[config.mk]
export PLATFORM = sky130hd
export DESIGN_NAME = octant_angle_from_xy
export DESIGN_NICKNAME = d
export VERILOG_FILES = /design/src/rtl/core/oax_pkg.sv /design/src/rtl/core/oax_div.sv /design/src/rtl/core/octant_angle_from_xy.sv
export SDC_FILE = /design/constraint.sdc
export NUM_CORES = 1
export LEC_CHECK = 0
export BUFFER_PORTS_ARGS = -buffer_cell sky130_fd_sc_hd__buf_4
export CAP_MARGIN = 10
export CORE_MARGIN = 2
export CORE_UTILIZATION = 45
export CTS_BUF_LIST = sky130_fd_sc_hd__clkbuf_8
export DETAILED_ROUTE_END_ITERATION = 8
export PLACE_DENSITY_LB_ADDON = 0.1
export RECOVER_POWER = 100
export SLEW_MARGIN = 20
export SYNTH_ARGS = -nofsm -noshare
export SYNTH_HDL_FRONTEND = slang
export SYNTH_HIERARCHICAL = 1
export SYNTH_SLANG_ARGS = --single-unit
[constraint.sdc]
create_clock -name clock -period 7.65 [get_ports clock]
set_clock_uncertainty 0.2 [all_clocks]
set_input_delay 2.295 -clock clock [delete_from_list [all_inputs] [get_ports clock]]
set_output_delay 2.295 -clock clock [all_outputs]
set_load 0.005 [all_outputs]
[src/rtl/core/oax_pkg.sv]
// Shared types and constants for the octant angle block.
`default_nettype none
package oax_pkg;

   localparam int unsigned COMP_W     = 8;
   localparam int unsigned ANGLE_W    = 7;
   localparam int unsigned DIVIDEND_W = 14;
   localparam int unsigned QUO_W      = 6;
   localparam int unsigned CNT_W      = 4;

   localparam logic [ANGLE_W-1:0] ANGLE_ZERO = 7'd0;
   localparam logic [ANGLE_W-1:0] ANGLE_HALF = 7'd45;
   localparam logic [ANGLE_W-1:0] ANGLE_FULL = 7'd90;
   localparam logic [CNT_W-1:0]   LAST_BIT   = 4'(DIVIDEND_W - 1);

   typedef enum logic [1:0] {
      ST_IDLE,
      ST_DIV,
      ST_WRITE
   } state_type;

   typedef struct packed {
      logic                  start;
      logic [DIVIDEND_W-1:0] dividend;
      logic [COMP_W-1:0]     divisor;
   } div_req_type;

   typedef struct packed {
      logic             done;
      logic [QUO_W-1:0] quotient;
   } div_rsp_type;

endpackage
`default_nettype wire

[src/rtl/core/oax_div.sv]
// Restoring shift-and-subtract divider, one quotient bit per cycle.
`default_nettype none
module oax_div (
   input  wire logic                 clock,
   input  wire logic                 reset,
   input  wire oax_pkg::div_req_type div_req,
   output oax_pkg::div_rsp_type      div_rsp
);

   logic                               busy_ff, busy_in;
   logic                               done_ff, done_in;
   logic [oax_pkg::CNT_W-1:0]          cnt_ff, cnt_in;
   logic [oax_pkg::DIVIDEND_W-1:0]     num_ff, num_in;
   logic [oax_pkg::COMP_W-1:0]         rem_ff, rem_in;
   logic [oax_pkg::COMP_W-1:0]         den_ff, den_in;
   logic [oax_pkg::QUO_W-1:0]          quo_ff, quo_in;
   logic [oax_pkg::COMP_W:0]           trial;
   logic [oax_pkg::COMP_W:0]           diff;
   logic                               ge;

   always_comb begin
      trial = {rem_ff, num_ff[oax_pkg::DIVIDEND_W-1]};
      diff  = trial - {1'b0, den_ff};
      ge    = (trial >= {1'b0, den_ff});
   end

   always_comb begin
      busy_in = busy_ff;
      done_in = 1'b0;
      cnt_in  = cnt_ff;
      num_in  = num_ff;
      rem_in  = rem_ff;
      den_in  = den_ff;
      quo_in  = quo_ff;
      if (div_req.start) begin
         busy_in = 1'b1;
         cnt_in  = oax_pkg::LAST_BIT;
         num_in  = div_req.dividend;
         den_in  = div_req.divisor;
         rem_in  = '0;
         quo_in  = '0;
      end else if (busy_ff) begin
         num_in = {num_ff[oax_pkg::DIVIDEND_W-2:0], 1'b0};
         rem_in = ge ? diff[oax_pkg::COMP_W-1:0] : trial[oax_pkg::COMP_W-1:0];
         quo_in = {quo_ff[oax_pkg::QUO_W-2:0], ge};
         cnt_in = cnt_ff - 1'b1;
         if (cnt_ff == '0) begin
            busy_in = 1'b0;
            done_in = 1'b1;
         end
      end
   end

   always_ff @(posedge clock) begin
      if (reset) begin
         busy_ff <= 1'b0;
         done_ff <= 1'b0;
         cnt_ff  <= '0;
      end else begin
         busy_ff <= busy_in;
         done_ff <= done_in;
         cnt_ff  <= cnt_in;
      end
      num_ff <= num_in;
      rem_ff <= rem_in;
      den_ff <= den_in;
      quo_ff <= quo_in;
   end

   assign div_rsp.done     = done_ff;
   assign div_rsp.quotient = quo_ff;

endmodule
`default_nettype wire

[src/rtl/core/octant_angle_from_xy.sv]
// Top level: first-quadrant angle in degrees from two unsigned components.
//
//  channel | ports                                    | direction
//  --------+------------------------------------------+----------
//  req     | req_valid, req_ready, req_adjacent, req_opposite | in
//  rsp     | rsp_valid, rsp_ready, rsp_angle          | out
//
// Equal, zero-adjacent or zero-opposite words skip the divider: angle, then output stage.
// Others go through 14 divider steps, one angle stage and one output stage.
// req_ready is high only in ST_IDLE: no new word until the last has left ST_WRITE.
// Synchronous active-high reset clears the sequencer, divider control and rsp_valid.
// A stalled rsp holds its word; a finished result waits in ST_WRITE until the slot frees.
`default_nettype none
module octant_angle_from_xy (
   input  wire logic                          clock,
   input  wire logic                          reset,
   input  wire logic                          req_valid,
   output      logic                          req_ready,
   input  wire logic [oax_pkg::COMP_W-1:0]    req_adjacent,
   input  wire logic [oax_pkg::COMP_W-1:0]    req_opposite,
   output      logic                          rsp_valid,
   input  wire logic                          rsp_ready,
   output      logic [oax_pkg::ANGLE_W-1:0]   rsp_angle
);

   oax_pkg::state_type                state_ff, state_in;
   oax_pkg::div_req_type              div_req;
   oax_pkg::div_rsp_type              div_rsp;
   logic                              rsp_valid_ff, rsp_valid_in;
   logic [oax_pkg::ANGLE_W-1:0]       rsp_angle_ff, rsp_angle_in;
   logic [oax_pkg::ANGLE_W-1:0]       angle_ff, angle_in;
   logic                              low_ff, low_in;
   logic                              accept;
   logic                              special;
   logic                              slot_free;
   logic                              load_rsp;
   logic [oax_pkg::ANGLE_W-1:0]       special_angle;
   logic [oax_pkg::COMP_W-1:0]        small_comp;
   logic [oax_pkg::COMP_W-1:0]        big_comp;
   logic                              adj_gt;
   logic [oax_pkg::ANGLE_W-1:0]       quo_ext;

   always_comb begin
      adj_gt        = (req_adjacent > req_opposite);
      small_comp    = adj_gt ? req_opposite : req_adjacent;
      big_comp      = adj_gt ? req_adjacent : req_opposite;
      special       = 1'b1;
      special_angle = oax_pkg::ANGLE_HALF;
      if (req_adjacent == req_opposite) begin
         special_angle = oax_pkg::ANGLE_HALF;
      end else if (req_adjacent == '0) begin
         special_angle = oax_pkg::ANGLE_FULL;
      end else if (req_opposite == '0) begin
         special_angle = oax_pkg::ANGLE_ZERO;
      end else begin
         special = 1'b0;
      end
   end

   assign slot_free = !rsp_valid_ff || rsp_ready;
   assign accept    = req_valid && req_ready;
   assign quo_ext   = {{(oax_pkg::ANGLE_W-oax_pkg::QUO_W){1'b0}}, div_rsp.quotient};

   // next state
   always_comb begin
      state_in = state_ff;
      unique case (state_ff)
         oax_pkg::ST_IDLE: begin
            if (req_valid) begin
               state_in = special ? oax_pkg::ST_WRITE : oax_pkg::ST_DIV;
            end
         end
         oax_pkg::ST_DIV: begin
            if (div_rsp.done) begin
               state_in = oax_pkg::ST_WRITE;
            end
         end
         oax_pkg::ST_WRITE: begin
            if (slot_free) begin
               state_in = oax_pkg::ST_IDLE;
            end
         end
         default: state_in = oax_pkg::ST_IDLE;
      endcase
   end

   // outputs
   always_comb begin
      req_ready = 1'b0;
      load_rsp  = 1'b0;
      unique case (state_ff)
         oax_pkg::ST_IDLE:  req_ready = 1'b1;
         oax_pkg::ST_DIV:   req_ready = 1'b0;
         oax_pkg::ST_WRITE: load_rsp  = slot_free;
         default:           req_ready = 1'b0;
      endcase
   end

   always_comb begin
      div_req.start    = accept && !special;
      div_req.dividend = oax_pkg::DIVIDEND_W'(small_comp)
                       * oax_pkg::DIVIDEND_W'(oax_pkg::ANGLE_HALF);
      div_req.divisor  = big_comp;
   end

   always_comb begin
      angle_in = angle_ff;
      low_in   = low_ff;
      if (accept) begin
         angle_in = special_angle;
         low_in   = adj_gt;
      end else if (div_rsp.done) begin
         angle_in = low_ff ? quo_ext : oax_pkg::ANGLE_FULL - quo_ext;
      end
      rsp_valid_in = rsp_valid_ff;
      rsp_angle_in = rsp_angle_ff;
      if (load_rsp) begin
         rsp_valid_in = 1'b1;
         rsp_angle_in = angle_ff;
      end else if (rsp_ready) begin
         rsp_valid_in = 1'b0;
      end
   end

   always_ff @(posedge clock) begin
      if (reset) begin
         state_ff     <= oax_pkg::ST_IDLE;
         rsp_valid_ff <= 1'b0;
      end else begin
         state_ff     <= state_in;
         rsp_valid_ff <= rsp_valid_in;
      end
      angle_ff     <= angle_in;
      low_ff       <= low_in;
      rsp_angle_ff <= rsp_angle_in;
   end

   oax_div u_div (
      .clock   (clock),
      .reset   (reset),
      .div_req (div_req),
      .div_rsp (div_rsp)
   );

   assign rsp_valid = rsp_valid_ff;
   assign rsp_angle = rsp_angle_ff;

   a_angle_range: assert property (@(posedge clock) disable iff (reset)
      rsp_valid |-> (rsp_angle <= oax_pkg::ANGLE_FULL))
      else $error("angle out of range");

   a_done_in_div: assert property (@(posedge clock) disable iff (reset)
      div_rsp.done |-> (state_ff == oax_pkg::ST_DIV))
      else $error("divider finished outside division");

   a_accept_leaves_idle: assert property (@(posedge clock) disable iff (reset)
      accept |=> (state_ff != oax_pkg::ST_IDLE))
      else $error("accepted word did not leave idle");

   a_no_start_busy: assert property (@(posedge clock) disable iff (reset)
      div_req.start |=> !div_rsp.done)
      else $error("divider done straight after start");

endmodule
`default_nettype wire
==> summary.txt <==
Outcome
  – Outcome: finished, violations left
  – Failing checks: capacitance limit, slew limit

Critical path
  – Critical path required time: 7530 ps
  – Critical path capture point type: flip-flop
  – Crit path kind: in2reg
  – Crit-path max FO: 9
  – WP data arrival: 7230 ps
  – Crit Reg-Reg Endpoint: u_div/rem_ff[5]
  – CP startpoint: req_opposite[7]
  – Crit path launch type: input pin
  – Worst r2r path cells: 7
  – Worst r2r src: state_ff[0]
  – R2R Setup Slk: 4160 ps

STA
  – Fin. Hold Viols: 0
  – Worst slew pin tran: 1850 ps
  – TNS Setup: 0 ps
  – Final period util: 0.961
  – Slew Viols, Final: 38
  – Max Clock Freq: around 140 MHz
  – # setup viols final: 0
  – Period minus WS final: around 7400 ps
  – RSZ-0062 raised after global routing: false
  – Slew HR: -0.234

Clock network
  – Num CTS Buffers: 9
  – Hold Buf Count CTS: 0
  – CTS Buffer Depth: 2
  – Post-CTS Resized: 0
  – H-Tree Depth: 3
  – Setup Fix Bufs, Post-CTS: 0
  – Clock Tree Root: clkbuf_8
  – Clock Latency Late Sink: around 330 ps
  – CTS tree: yes
  – Worst-path clk slew: roughly 70 ps
  – CTS Sinks: 60

Min path
  – Hold path cells: 0
  – Min-Delay Endpoint: rsp_angle[6]
  – Worst hold path type: reg2reg
  – Min-delay src: angle_ff[6]

Cells and area
  – Final nets: slightly above 500
  – Antenna diodes: 0
  – Most frequent cells in the layout: inv_1 (55), ha_1 (44), edfxtp_1 (37), nor2_1 (33), dfxtp_1 (23)
  – Final instance area: about 4700 um^2
  – Syn-to-layout area delta: 10.8%
  – Final Non-Filler Cells: roughly 550
  – Commonest non-fill, non-tap cell in the layout: inv_1
  – Filler instances: between 800 and 900
  – Share of post-route cells with drive strength above 1: 0.191

Yosys
  – Primary FF master, synth: edfxtp_1
  – Async S/R FF share, synth: 0
  – Synth top area share: 0.265
  – Seq/Total Area, Yosys: 0.374
  – EDFF count, synth: 37
  – Cell Area, Synth: 4200 um^2
  – Area leader, netlist: edfxtp_1
  – Syn. warnings: 6
  – Synth top area cells: edfxtp_1 (26%), ha_1 (13%), dfxtp_1 (11%), mux2_2 (6.2%), fa_1 (5.2%)
  – Post-synth cell types: 58
  – Mapped Cells: roughly 400
  – Synth Register Bits: 60
  – Syn Area/Cell: between 10 and 15 um^2
  – Post-synth net total: around 470

Global route
  – GR Overflow Total: 0
  – Largest net degree at the start of global routing: 38
  – GRT Util Overall: 0.171
  – Initial antenna violation count: 0
  – Vias in the first global route: roughly 2.9k
  – First-pass GRT wire length: between 10 and 15 mm

Pwr
  – Gate power share: 0.458
  – P_int: between 800 and 900 uW
  – Total Power: 1280 uW
  – Sw frac: 0.358
  – Lkg Pwr: between 0.002 and 0.0025 uW
  – Pwr Density: ~270 nW/um^2
  – Seq pwr share: 0.341
  – Clk network pwr share: 0.200
  – Net Switching: ~460 uW
  – Peak VDD IR: approximately 0.00020 V

Drt
  – Initial DRC Count: 85
  – Antenna Nets Post-Route: 0
  – Routed Wire Length: between 7 and 8 mm
  – Vias: ~2.8k
  – Drt pass-1 iters: 4
  – Vias per cell: 5.17
  – Routed len/inst: 14.4 um
  – Residual DRC: 0

Floorplan
  – Die width: between 100 and 150 um
  – Starting density of the core: 0.459
  – Die area: 10100 um^2
  – Num rows: 35
  – # IOs: 29
  – Core box area: roughly 9200 um^2
  – Die Y: roughly 100 um

Place
  – Placed Cells incl. Taps: 530
  – Post-DP HPWL: between 6 and 7 mm
  – Area after DPL: between 4000 and 5000 um^2
  – RePlAce Congestion: between 0.8 and 0.9
  – Port Buffers: 28

Run
  – Max-cap violations: 1
## routing by layer
layer  vias up  wire [um]  track usage
li1       1460          -            -
met1      1322       3600        0.217
met2        26       3940        0.294
met3        13        170       0.0374
met4         0        158       0.0495
met5         -          0            0
## worst max-delay path, cell delays in order
cell and delay [ps]:
buf_4 100, inv_1 40, ha_1 300, nand4_1 120
nor2_1 320, o21bai_1 230, buf_4 230, mux2_1 370
ha_1 360, fa_1 550, inv_1 60, fa_1 520
inv_1 40, ha_1 350, and3_1 200, a2111oi_4 390
o21ai_1 160, a21oi_1 200, xnor2_1 120, mux2_2 280
## cell type report
class,count,area (um^2),share of cell area
Tap cell,111,139,0.0299
Inverter,55,206,0.0444
Timing Repair Buffer,32,229,0.0492
Clock buffer,10,138,0.0296
Sequential cell,60,1570,0.338
Clock inverter,6,37.5,0.00807
Multi-Input combinational cell,272,2330,0.501
## sequential cells by signal, summed over array words and instances, names as in the netlist
name	flops
u_div/done_ff	1
state_ff	2
u_div/num_ff	14
low_ff	1
u_div/den_ff	8
u_div/cnt_ff	4
rsp_angle	7
u_div/quo_ff	6
u_div/busy_ff	1
angle_ff	7
u_div/rem_ff	8
rsp_valid	1
## power groups by stage
stage          combinational, uW  clock [uW]  sequential, uW
2_1_floorplan                478           0             433
3_3_place_gp                 590           0             442
3_5_place_dp                 599           0             443
4_1_cts                      601         265             435
5_1_grt                      666         282             440
6_report                     584         256             435
## kinds of logic (layout without fill, tap and decap cells)
logic type                 after synthesis  after routing  share of synthesized area
and+or+nand+nor                         93             93                      0.113
AOI/OAI and AO/OA                       65             65                      0.117
buffers and inverters                   64            103                     0.0679
DFF                                     60             60                      0.374
adders and majority gates               55             55                      0.183
muxes                                   40             40                      0.104
xor gates and xnor gates                19             19                     0.0396
## worst max-delay path by stage
stage | to | slack [ps] | cells after the start
final | u_div/num_ff[13] | 300 | 20
after global routing | u_div/num_ff[13] | 70 | 20
after CTS | u_div/num_ff[13] | 330 | 20
after detailed placement | u_div/num_ff[13] | -30 | 20
after global placement | u_div/num_ff[13] | 70 | 19
after floorplan | u_div/num_ff[13] | 530 | 21
## Yosys cell counts (all sizes together) (4+ instances only)
cell type / instances
nand2: 16
mux2: 30
nand3: 5
ha: 44
buf: 8
xnor2: 15
inv: 55
xor2: 4
nor2b: 6
nor3: 6
o21ai: 11
nor2: 35
or4: 4
edfxtp: 37
a21oi: 24
o21a: 4
fa: 11
mux2i: 10
dfxtp: 23
nand2b: 5
## stage by stage
step                hold WS (ps)   util  setup slack (ps)
CTS                          223  0.512               326
detailed placement           205  0.492             -30.3
finish                       221  0.508               297
floorplan                    200      -               527
global placement             206  0.492              65.3
global route                 227  0.508              70.1
(Power assumes the default switching activity.)
